### src/rtl/core/tvps_pkg.sv
// ----------------------------------------------------------------------------
// tvps_pkg: shared types and constants
// Opcodes, register indexes, reset values and field widths for the valve
// pulse sequencer.
// ----------------------------------------------------------------------------
`default_nettype none

package tvps_pkg;

    localparam int unsigned TIME_W   = 32;   // timestamp width, ms
    localparam int unsigned REG_W    = 16;   // configuration register width
    localparam int unsigned OP_W     = 2;
    localparam int unsigned IDX_W    = 3;
    localparam int unsigned OUT_W    = 5;
    localparam int unsigned OUT_BYTES_W = 8;
    localparam int unsigned DIV_W    = REG_W;
    localparam int unsigned DIV_CNT_W = $clog2(DIV_W);

    localparam logic [REG_W-1:0] RST_PUSH_DURATION = REG_W'(1000);
    localparam logic [REG_W-1:0] RST_BALANCE_DELAY = REG_W'(10);
    localparam logic [REG_W-1:0] RST_NORMAL_WINDOW = REG_W'(200);
    localparam logic [REG_W-1:0] RST_NORMAL_ALT    = REG_W'(100);
    localparam logic [REG_W-1:0] RST_GLOBAL_WINDOW = REG_W'(5000);
    localparam logic [REG_W-1:0] RST_GLOBAL_ALT    = REG_W'(500);

    typedef enum logic [OP_W-1:0] {
        OP_TICK   = 2'd0,
        OP_START  = 2'd1,
        OP_CANCEL = 2'd2,
        OP_FORCE  = 2'd3
    } t_opcode;

    typedef enum logic [IDX_W-1:0] {
        CFG_PUSH_DURATION     = 3'd0,
        CFG_BALANCE_DELAY     = 3'd1,
        CFG_NORMAL_WINDOW     = 3'd2,
        CFG_NORMAL_ALT_PERIOD = 3'd3,
        CFG_GLOBAL_WINDOW     = 3'd4,
        CFG_GLOBAL_ALT_PERIOD = 3'd5
    } t_cfg_idx;

    typedef struct packed {
        logic [REG_W-1:0] push_duration;
        logic [REG_W-1:0] balance_delay;
        logic [REG_W-1:0] normal_window;
        logic [REG_W-1:0] normal_alt_period;
        logic [REG_W-1:0] global_window;
        logic [REG_W-1:0] global_alt_period;
    } t_cfg;

    // bit positions in the result word
    localparam int unsigned OB_PUMP    = 0;
    localparam int unsigned OB_VALVE_C = 1;
    localparam int unsigned OB_VALVE_D = 2;
    localparam int unsigned OB_RUNNING = 3;
    localparam int unsigned OB_BALANCE = 4;

endpackage

`default_nettype wire

### src/rtl/core/tvps_cfg_regs.sv
// ----------------------------------------------------------------------------
// tvps_cfg_regs: configuration register file
// Six 16-bit timing registers written through a valid/ready channel.
// ----------------------------------------------------------------------------
`default_nettype none

module tvps_cfg_regs (
    input  wire logic                        i_clk,
    input  wire logic                        i_rst_n,
    input  wire logic                        i_cfg_valid,
    output logic                             o_cfg_ready,
    input  wire logic [tvps_pkg::IDX_W-1:0]  i_cfg_index,
    input  wire logic [tvps_pkg::REG_W-1:0]  i_cfg_data,
    output tvps_pkg::t_cfg                   o_cfg
);
    import tvps_pkg::*;

    t_cfg r_cfg;

    assign o_cfg_ready = 1'b1;
    assign o_cfg       = r_cfg;

    always_ff @(posedge i_clk) begin
        if (!i_rst_n) begin
            r_cfg.push_duration     <= RST_PUSH_DURATION;
            r_cfg.balance_delay     <= RST_BALANCE_DELAY;
            r_cfg.normal_window     <= RST_NORMAL_WINDOW;
            r_cfg.normal_alt_period <= RST_NORMAL_ALT;
            r_cfg.global_window     <= RST_GLOBAL_WINDOW;
            r_cfg.global_alt_period <= RST_GLOBAL_ALT;
        end else if (i_cfg_valid) begin
            // drop writes beyond the register list
            unique case (i_cfg_index)
                CFG_PUSH_DURATION:     r_cfg.push_duration     <= i_cfg_data;
                CFG_BALANCE_DELAY:     r_cfg.balance_delay     <= i_cfg_data;
                CFG_NORMAL_WINDOW:     r_cfg.normal_window     <= i_cfg_data;
                CFG_NORMAL_ALT_PERIOD: r_cfg.normal_alt_period <= i_cfg_data;
                CFG_GLOBAL_WINDOW:     r_cfg.global_window     <= i_cfg_data;
                CFG_GLOBAL_ALT_PERIOD: r_cfg.global_alt_period <= i_cfg_data;
                default: ;
            endcase
        end
    end

endmodule

`default_nettype wire

### src/rtl/core/tvps_div.sv
// ----------------------------------------------------------------------------
// tvps_div: iterative unsigned divider
// Restoring division, one quotient bit per cycle, done pulse at the end.
// ----------------------------------------------------------------------------
`default_nettype none

module tvps_div (
    input  wire logic                           i_clk,
    input  wire logic                           i_rst_n,
    input  wire logic                           i_start,
    input  wire logic [tvps_pkg::DIV_W-1:0]     i_dividend,
    input  wire logic [tvps_pkg::DIV_W-1:0]     i_divisor,
    output logic                                o_done,
    output logic [tvps_pkg::DIV_W-1:0]          o_quotient
);
    import tvps_pkg::*;

    logic                 r_busy;
    logic                 r_done;
    logic [DIV_CNT_W-1:0] r_cnt;
    logic [DIV_W-1:0]     r_rem;
    logic [DIV_W-1:0]     r_quo;
    logic [DIV_W-1:0]     r_dvs;

    logic [DIV_W:0]       rem_sh;
    logic [DIV_W:0]       rem_sub;
    logic                 fits;

    always_comb begin
        rem_sh  = {r_rem, r_quo[DIV_W-1]};
        rem_sub = rem_sh - {1'b0, r_dvs};
        fits    = (rem_sh >= {1'b0, r_dvs});
    end

    always_ff @(posedge i_clk) begin
        if (!i_rst_n) begin
            r_busy <= 1'b0;
            r_done <= 1'b0;
            r_cnt  <= '0;
        end else begin
            r_done <= 1'b0;
            if (i_start) begin
                r_busy <= 1'b1;
                r_cnt  <= '0;
            end else if (r_busy) begin
                r_cnt <= r_cnt + 1'b1;
                if (r_cnt == DIV_CNT_W'(DIV_W - 1)) begin
                    r_busy <= 1'b0;
                    r_done <= 1'b1;
                end
            end
        end
    end

    always_ff @(posedge i_clk) begin
        if (i_start) begin
            r_rem <= '0;
            r_quo <= i_dividend;
            r_dvs <= i_divisor;
        end else if (r_busy) begin
            r_rem <= fits ? rem_sub[DIV_W-1:0] : rem_sh[DIV_W-1:0];
            r_quo <= {r_quo[DIV_W-2:0], fits};
        end
    end

    assign o_done     = r_done;
    assign o_quotient = r_quo;

endmodule

`default_nettype wire

### src/rtl/core/timed_valve_pulse_sequencer.sv
// ----------------------------------------------------------------------------
// timed_valve_pulse_sequencer: pump and valve timing for a turn actuator
// Applies tick, start, cancel and force-balance commands and reports the
// pump and valve drive after each one.
// ----------------------------------------------------------------------------
// Usage:
//   Input stream: s_axis_tuser carries the opcode (tick, start, cancel,
//   force balance), s_axis_tdata the millisecond timestamp used by ticks.
//   Output stream: one 8-bit result per input transfer, holding pump, valve
//   C, valve D, running and balancing flags from bit 0 up.
//   Configuration: i_cfg_valid / i_cfg_index / i_cfg_data write one of the
//   six timing registers per transfer; o_cfg_ready is always high. Write
//   only while no command is in flight.
//   Sequence: start, cancel, force balance and a tick outside balance go
//   from the apply state to the output state. A tick while balancing, or
//   one that ends the push, also passes the balance and window states,
//   and the divide state when the valve phase comes from a 16-step
//   restoring divider that handles one quotient bit per cycle. One command
//   is in work at a time; s_axis_tready is high only while the sequencer idles.
//   Stall: a finished result waits in the output register while the next
//   command is taken; a second result holds in the sequencer until the
//   receiver takes the first.
//   Reset (synchronous, active low) clears all phases and loads the
//   default timing registers.
// ----------------------------------------------------------------------------
`default_nettype none

module timed_valve_pulse_sequencer (
    input  wire logic                             i_clk,
    input  wire logic                             i_rst_n,
    // input stream
    input  wire logic                             s_axis_tvalid,
    output logic                                  s_axis_tready,
    input  wire logic [tvps_pkg::TIME_W-1:0]      s_axis_tdata,  // [31:0] now_ms
    input  wire logic [tvps_pkg::OP_W-1:0]        s_axis_tuser,  // [1:0] opcode
    // result stream
    output logic                                  m_axis_tvalid,
    input  wire logic                             m_axis_tready,
    // [0] pump_on, [1] valve_c_on, [2] valve_d_on, [3] is_running,
    // [4] is_balancing, [7:5] zero
    output logic [tvps_pkg::OUT_BYTES_W-1:0]      m_axis_tdata,
    // configuration write channel
    input  wire logic                             i_cfg_valid,
    output logic                                  o_cfg_ready,
    input  wire logic [tvps_pkg::IDX_W-1:0]       i_cfg_index,
    input  wire logic [tvps_pkg::REG_W-1:0]       i_cfg_data
);
    import tvps_pkg::*;

    typedef enum logic [5:0] {
        S_IDLE  = 6'b000001,
        S_APPLY = 6'b000010,
        S_BAL   = 6'b000100,
        S_WIN   = 6'b001000,
        S_DIV   = 6'b010000,
        S_OUT   = 6'b100000
    } t_state;

    t_cfg cfg;

    t_state            r_state;
    t_opcode           r_op;
    logic [TIME_W-1:0] r_now;
    logic [TIME_W-1:0] r_elapsed;

    // actuator state
    logic              r_push_active;
    logic              r_bal_active;
    logic              r_win_open;
    logic              r_alt_phase;
    logic              r_force_pend;
    logic [TIME_W-1:0] r_push_start;
    logic [TIME_W-1:0] r_bal_start;
    logic [REG_W-1:0]  r_act_alt;
    logic [REG_W-1:0]  r_act_win;

    // result register
    logic              r_out_valid;
    logic [OUT_W-1:0]  r_out;

    // datapath terms
    logic [TIME_W-1:0] push_start_eff;
    logic [TIME_W-1:0] push_elapsed;
    logic              push_done;
    logic [TIME_W-1:0] bal_start_eff;
    logic [REG_W:0]    win_end;
    logic              win_open;
    logic              win_over;
    logic [DIV_W-1:0]  win_offset;
    logic              div_start;
    logic              div_done;
    logic [DIV_W-1:0]  div_quo;
    logic              out_free;
    logic [OUT_W-1:0]  result;

    tvps_cfg_regs u_cfg (
        .i_clk       (i_clk),
        .i_rst_n     (i_rst_n),
        .i_cfg_valid (i_cfg_valid),
        .o_cfg_ready (o_cfg_ready),
        .i_cfg_index (i_cfg_index),
        .i_cfg_data  (i_cfg_data),
        .o_cfg       (cfg)
    );

    tvps_div u_div (
        .i_clk      (i_clk),
        .i_rst_n    (i_rst_n),
        .i_start    (div_start),
        .i_dividend (win_offset),
        .i_divisor  (r_act_alt),
        .o_done     (div_done),
        .o_quotient (div_quo)
    );

    always_comb begin
        // push is timed from the first tick with a nonzero timestamp
        push_start_eff = (r_push_start == '0) ? r_now : r_push_start;
        push_elapsed   = r_now - push_start_eff;
        push_done      = r_push_active && (push_start_eff != '0) &&
                         (push_elapsed >= TIME_W'(cfg.push_duration));

        // a forced window starts at the first tick after the request
        bal_start_eff  = r_force_pend ? r_now : r_bal_start;

        win_end  = {1'b0, cfg.balance_delay} + {1'b0, r_act_win};
        win_open = (r_elapsed >= TIME_W'(cfg.balance_delay)) &&
                   (r_elapsed <  TIME_W'(win_end));
        win_over = (r_elapsed >= TIME_W'(win_end));
        // inside the window the offset is below the window length
        win_offset = r_elapsed[DIV_W-1:0] - cfg.balance_delay;

        div_start = (r_state == S_WIN) && win_open && (r_act_alt != '0);

        result              = '0;
        result[OB_PUMP]     = r_push_active;
        result[OB_VALVE_C]  = r_push_active || (r_bal_active && r_win_open && !r_alt_phase);
        result[OB_VALVE_D]  = r_push_active || (r_bal_active && r_win_open && r_alt_phase);
        result[OB_RUNNING]  = r_push_active;
        result[OB_BALANCE]  = r_bal_active;

        out_free = !r_out_valid || m_axis_tready;
    end

    // sequencer and actuator state
    always_ff @(posedge i_clk) begin
        if (!i_rst_n) begin
            r_state       <= S_IDLE;
            r_push_active <= 1'b0;
            r_bal_active  <= 1'b0;
            r_win_open    <= 1'b0;
            r_alt_phase   <= 1'b0;
            r_force_pend  <= 1'b0;
            r_push_start  <= '0;
            r_bal_start   <= '0;
            r_act_alt     <= RST_NORMAL_ALT;
            r_act_win     <= RST_NORMAL_WINDOW;
        end else begin
            unique case (r_state)
                S_IDLE: begin
                    if (s_axis_tvalid) begin
                        r_state <= S_APPLY;
                    end
                end
                S_APPLY: begin
                    unique case (r_op)
                        OP_TICK: begin
                            if (r_push_active && r_push_start == '0) begin
                                r_push_start <= r_now;
                            end
                            if (push_done) begin
                                // push over: enter normal balance
                                r_push_active <= 1'b0;
                                r_bal_active  <= 1'b1;
                                r_force_pend  <= 1'b0;
                                r_win_open    <= 1'b0;
                                r_alt_phase   <= 1'b0;
                                r_bal_start   <= r_now;
                                r_act_alt     <= cfg.normal_alt_period;
                                r_act_win     <= cfg.normal_window;
                            end
                            r_state <= (push_done || r_bal_active) ? S_BAL : S_OUT;
                        end
                        OP_START: begin
                            r_push_active <= 1'b1;
                            r_bal_active  <= 1'b0;
                            r_force_pend  <= 1'b0;
                            r_win_open    <= 1'b0;
                            r_alt_phase   <= 1'b0;
                            r_push_start  <= '0;
                            r_state       <= S_OUT;
                        end
                        OP_CANCEL: begin
                            r_push_active <= 1'b0;
                            r_bal_active  <= 1'b0;
                            r_force_pend  <= 1'b0;
                            r_win_open    <= 1'b0;
                            r_alt_phase   <= 1'b0;
                            r_push_start  <= '0;
                            r_bal_start   <= '0;
                            r_state       <= S_OUT;
                        end
                        OP_FORCE: begin
                            r_push_active <= 1'b0;
                            r_bal_active  <= 1'b1;
                            r_force_pend  <= 1'b1;
                            r_win_open    <= 1'b0;
                            r_alt_phase   <= 1'b0;
                            r_push_start  <= '0;
                            r_bal_start   <= '0;
                            r_act_alt     <= cfg.global_alt_period;
                            r_act_win     <= cfg.global_window;
                            r_state       <= S_OUT;
                        end
                        default: r_state <= S_OUT;
                    endcase
                end
                S_BAL: begin
                    if (r_force_pend) begin
                        r_bal_start  <= r_now;
                        r_force_pend <= 1'b0;
                    end
                    r_elapsed <= r_now - bal_start_eff;
                    r_state   <= S_WIN;
                end
                S_WIN: begin
                    r_win_open <= win_open;
                    if (win_over) begin
                        r_bal_active <= 1'b0;
                        r_alt_phase  <= 1'b0;
                    end
                    if (win_open && r_act_alt == '0) begin
                        // zero period holds valve C open
                        r_alt_phase <= 1'b0;
                    end
                    r_state <= div_start ? S_DIV : S_OUT;
                end
                S_DIV: begin
                    if (div_done) begin
                        r_alt_phase <= div_quo[0];
                        r_state     <= S_OUT;
                    end
                end
                S_OUT: begin
                    if (out_free) begin
                        r_state <= S_IDLE;
                    end
                end
                default: r_state <= S_IDLE;
            endcase
        end
    end

    // command capture, payload only
    always_ff @(posedge i_clk) begin
        if (r_state == S_IDLE && s_axis_tvalid) begin
            r_op  <= t_opcode'(s_axis_tuser);
            r_now <= s_axis_tdata;
        end
    end

    // result register: hold until the receiver takes it
    always_ff @(posedge i_clk) begin
        if (!i_rst_n) begin
            r_out_valid <= 1'b0;
        end else if (r_state == S_OUT && out_free) begin
            r_out_valid <= 1'b1;
        end else if (m_axis_tready) begin
            r_out_valid <= 1'b0;
        end
    end

    always_ff @(posedge i_clk) begin
        if (r_state == S_OUT && out_free) begin
            r_out <= result;
        end
    end

    assign s_axis_tready = (r_state == S_IDLE);
    assign m_axis_tvalid = r_out_valid;
    assign m_axis_tdata  = {{(OUT_BYTES_W - OUT_W){1'b0}}, r_out};

`ifndef ASSERT_OFF
    a_phase_excl: assert property (@(posedge i_clk) disable iff (!i_rst_n)
        !(r_push_active && r_bal_active))
        else $error("push and balance phases active together");

    a_both_valves_push: assert property (@(posedge i_clk) disable iff (!i_rst_n)
        (r_out_valid && r_out[OB_VALVE_C] && r_out[OB_VALVE_D]) |-> r_out[OB_PUMP])
        else $error("both valves open outside the push phase");

    a_pump_not_bal: assert property (@(posedge i_clk) disable iff (!i_rst_n)
        (r_out_valid && r_out[OB_PUMP]) |-> !r_out[OB_BALANCE])
        else $error("pump driven while balancing");

    a_div_exit: assert property (@(posedge i_clk) disable iff (!i_rst_n)
        (r_state == S_DIV && div_done) |=> (r_state == S_OUT))
        else $error("sequencer missed divider completion");

    a_accept_apply: assert property (@(posedge i_clk) disable iff (!i_rst_n)
        (s_axis_tvalid && s_axis_tready) |=> (r_state == S_APPLY))
        else $error("accepted command not applied");
`endif

endmodule

`default_nettype wire

### config.mk
export PLATFORM = sky130hd
export DESIGN_NAME = timed_valve_pulse_sequencer
export DESIGN_NICKNAME = d
export VERILOG_FILES = /design/src/rtl/core/tvps_pkg.sv /design/src/rtl/core/tvps_cfg_regs.sv /design/src/rtl/core/tvps_div.sv /design/src/rtl/core/timed_valve_pulse_sequencer.sv
export SDC_FILE = /design/constraint.sdc
export NUM_CORES = 1
export LEC_CHECK = 0
export ABC_CLOCK_PERIOD_IN_PS = 10500
export BUFFER_PORTS_ARGS = -buffer_cell sky130_fd_sc_hd__buf_2
export CORE_ASPECT_RATIO = 1.75
export CORE_MARGIN = 5
export CORE_UTILIZATION = 60
export CTS_CLUSTER_DIAMETER = 100
export DETAILED_ROUTE_END_ITERATION = 12
export PLACE_DENSITY = 0.77
export SLEW_MARGIN = 20
export SYNTH_ARGS = -nofsm -noshare
export SYNTH_HDL_FRONTEND = slang
export SYNTH_HIERARCHICAL = 1
export SYNTH_SLANG_ARGS = --single-unit
### constraint.sdc
create_clock -name i_clk -period 10.5 [get_ports i_clk]
set_input_delay 1.05 -clock i_clk [delete_from_list [all_inputs] [get_ports i_clk]]
set_output_delay 1.05 -clock i_clk [all_outputs]
set_load 0.03 [all_outputs]
==> impl_metrics.json <==
{
  "irDropWorstVdd_mv": 0.162,
  "cpMostUsedCell": "a21oi_1",
  "ant_nets": 0,
  "crit_family": "simple AND/OR/NAND/NOR gates",
  "setup_ws_ns": 2.33,
  "min_from": "u_cfg/o_cfg[0]$_SDFFE_PN0P_",
  "syn_to_final_growth_pct": 7.69,
  "cp.arrival_ns": 8.67,
  "crit_buf_inv": 3,
  "cts_setup_buffers": 0,
  "reg2reg_to": "r_bal_start[23]$_SDFFE_PN0P_",
  "drcViolationCount": 0,
  "yosys.area.top_type_share_pct": 21.8,
  "routedWlPerCell_um": 20.6,
  "maxCapViolations": 0,
  "multiInputGateArea_um2": 12300,
  "track_usage_pct": 29.3,
  "routed_via_density": 6.29,
  "place_area_um2": 21300,
  "die-width_um": 151,
  "end_kind": "flip-flop",
  "num_io_pins": 69,
  "nets": 2514,
  "yosysSeqAreaShare_pct": 36.6,
  "synth_edf_count": 102,
  "status": "finished, final reports clean",
  "hold_slack_ns": 0.460,
  "netlist_top_cells_area": "dfxtp_1 22%, edfxtp_1 15%, mux2i_1 9.8%",
  "pwr_density_cell_nw_per_um2": 147,
  "slowest_delay_ns": 0.80,
  "n_fill_cell": 2845,
  "portBuffers": 64,
  "drv_slew": 0,
  "hold_depth": 2,
  "drive_above_1_share_pct": 8.64,
  "synth_warnings": 6,
  "cp-start-kind": "flip-flop",
  "clock_path_buffers": 3,
  "reg2reg_slack_ns": 2.33,
  "layout.area.seq_um2": 7590,
  "fin_crit_sh_pct": 77.8,
  "cts.clk_slew.worst_paths_ns": 0.07,
  "start_util_pct": 60.4,
  "synth_area_per_cell_um2": 8.96,
  "place_ws_ns": 2.45,
  "dr.pass1.iters": 5,
  "instances_no_fill": 2797,
  "synth_cell_types": 90,
  "ff2ff_path_depth": 26,
  "syn_area_um2": 20800,
  "grt_max_degree": 113,
  "design_area_um2": 22300,
  "hp-class": "flip-flop to flip-flop",
  "p_leak_uw": 0.00908,
  "insertion_delay_ns": 0.57,
  "grt_overflow": 0,
  "postCtsHoldBufs": 0,
  "n_antenna_cell": 0,
  "relSlewSlack_pct": 21.5,
  "grt_pass1_vias": 17900,
  "tightest_slew_ns": 1.17,
  "dr_total_vias": 17600,
  "r2r_start": "r_push_start[13]$_SDFFE_PN0P_",
  "num_rows": 90,
  "cts_root_buf": "clkbuf_16",
  "grt_setup_unrepaired": "no",
  "dp_hpwl_um": 43100,
  "synth-seq-cells": 328,
  "die_y_um": 256,
  "whs_endpoint": "u_cfg/o_cfg[0]$_SDFFE_PN0P_",
  "fmax_mhz": 122,
  "htree_levels": 1,
  "cp_slowest_cell": "nor2_4",
  "place_inst": 2741,
  "cts_buffers": 30,
  "critical_path_depth": 26,
  "synthArstFlopShare_pct": 0,
  "routed_wirelength_um": 57600,
  "dieArea_um2": 38600,
  "synth_top_area_cell": "dfxtp_1",
  "clock_sinks": 328,
  "syn_inst": 2317,
  "place.gp.congestion": 0.958,
  "ys.flop_type": "dfxtp_1",
  "fin_crit_ns": 8.17,
  "setup_violations": 0,
  "drt_iter0_markers": 1017,
  "grt_pass1_wl_um": 90600,
  "cp.required_ns": 10.99,
  "finalHoldViolCount": 0,
  "finalSetupTns_ns": 0,
  "core-area_um2": 34300,
  "antenna_found_initial": 1,
  "tritoncts": "done",
  "crit_type": "flip-flop to flip-flop",
  "cts.repair.resized": 0,
  "fin_skew_ns": 0.0137,
  "critPathMaxFanout": 36
}
==> worst max-delay path by stage <==
stage / startpoint / to
2_1_floorplan: u_cfg/o_cfg[64]$_SDFFE_PN0P_ / u_div/o_quotient[0]$_DFFE_PP_
3_3_place_gp: r_push_start[13]$_SDFFE_PN0P_ / r_bal_start[7]$_SDFFE_PN0P_
3_5_place_dp: r_push_start[13]$_SDFFE_PN0P_ / r_bal_start[10]$_SDFFE_PN0P_
4_1_cts: r_push_start[13]$_SDFFE_PN0P_ / r_bal_start[10]$_SDFFE_PN0P_
5_1_grt: r_push_start[13]$_SDFFE_PN0P_ / r_bal_start[10]$_SDFFE_PN0P_
6_report: r_push_start[13]$_SDFFE_PN0P_ / r_bal_start[23]$_SDFFE_PN0P_
==> metal layers <==
metal	global-route usage [%]	share of wire [%]	up-vias
met4	24.0	9.6	0
met1	29.1	35	8346
met5	0	0	-
li1	-	-	8375
met3	2.92	3.8	253
met2	53.5	52	617
==> cells in the mapped netlist (all sizes together), types with 12 or more instances <==
master	number
o21bai	18
nand4	32
o21a	16
dfxtp	226
xnor2	61
nor3	64
a21o	41
o211ai	17
ha	139
o21ai	136
nor3b	30
nand3	78
buf	41
a211oi	25
nand2b	33
mux2	17
a21oi	149
nor2b	70
nand2	261
clkbuf	87
nor4	27
a31oi	15
xor2	26
nor2	118
mux2i	203
edfxtp	102
and3	14
a311oi	12
inv	102
==> layout by cell type (no fill, tap or decap), drive strengths merged, types with 9 or more instances in the layout <==
cell,count
o41a,9
edfxtp,102
a21o,41
o21a,16
inv,107
o21bai,18
o31ai,9
o21ai,136
a31oi,15
nand4,32
nor2b,70
a21boi,11
nand2,261
clkbuf,45
ha,139
a311oi,12
nor3,64
or4,10
nand2b,33
mux2i,203
nand3,78
xor2,26
nor4,27
buf,90
xnor2,61
and3,14
a211oi,25
o211ai,17
dfxtp,226
nor3b,30
a21oi,149
nor2,118
mux2,17
==> state kept, by name, indices dropped and copies added (netlist names), 16 cells and up <==
register,flops
u_div/r_dvs,16
r_elapsed,32
r_bal_start,32
u_div/r_rem,16
r_act_alt,16
u_cfg/o_cfg,96
r_push_start,32
r_act_win,16
u_div/o_quotient,16
r_now,32
==> stage by stage <==
stage               power, µW  util [%]
finish                   3270      65.1
global route             3420      65.1
CTS                      3280      65.0
detailed placement       2150      62.1
global placement         2140      62.1
floorplan                1960         -
==> worst reg2reg max path: stages (launching register included) <==
cell	delay [ns]
dfxtp_1	0.32
or4_4	0.54
or4_1	0.67
nor3_4	0.26
buf_4	0.38
a21oi_1	0.16
ha_1	0.47
inv_1	0.14
o31ai_1	0.36
a311oi_1	0.12
a31oi_1	0.23
and2_1	0.33
xor2_1	0.18
ha_1	0.26
a21o_1	0.19
a21oi_1	0.14
o22ai_1	0.10
nor2_1	0.10
o21ai_0	0.09
a21oi_1	0.23
o211ai_1	0.14
or4_4	0.44
nor4b_4	0.56
a31oi_1	0.31
nor2_4	0.80
buf_4	0.37
mux2i_1	0.21
==> layout make-up <==
| cell class | count | share of cell area, % |
|---|---|---|
| clock buffer | 45 | 4.14 |
| clock inverter | 11 | 0.437 |
| inverter | 103 | 1.73 |
| multi-input combinational | 1760 | 54.8 |
| sequential | 328 | 34.0 |
| tap | 460 | 2.58 |
| timing repair buffer | 90 | 2.33 |
==> kinds of logic (layout without fill, tap and decap cells) <==
logic type | count (synthesis) | after routing | synth area share, %
AO/OA/AOI/OAI | 514 | 514 | 16.1
multiplexers | 220 | 220 | 10.7
XOR/XNOR | 87 | 87 | 3.67
flip-flops | 328 | 328 | 36.6
adder cells (fa/ha/maj) | 145 | 145 | 8.86
buffers and inverters | 231 | 249 | 4.68
other | 2 | 4 | 0.0362
AND/OR/NAND/NOR | 790 | 790 | 19.3
==> where the power goes <==
group	switching, µW	leakage (µW)	internal (µW)	total (µW)
sequential	43.6	0.00274	1350	1390
clock	494	0.000508	638	1130
combinational	461	0.00583	291	752
Note: power is estimated with default switching activity, not from simulation.
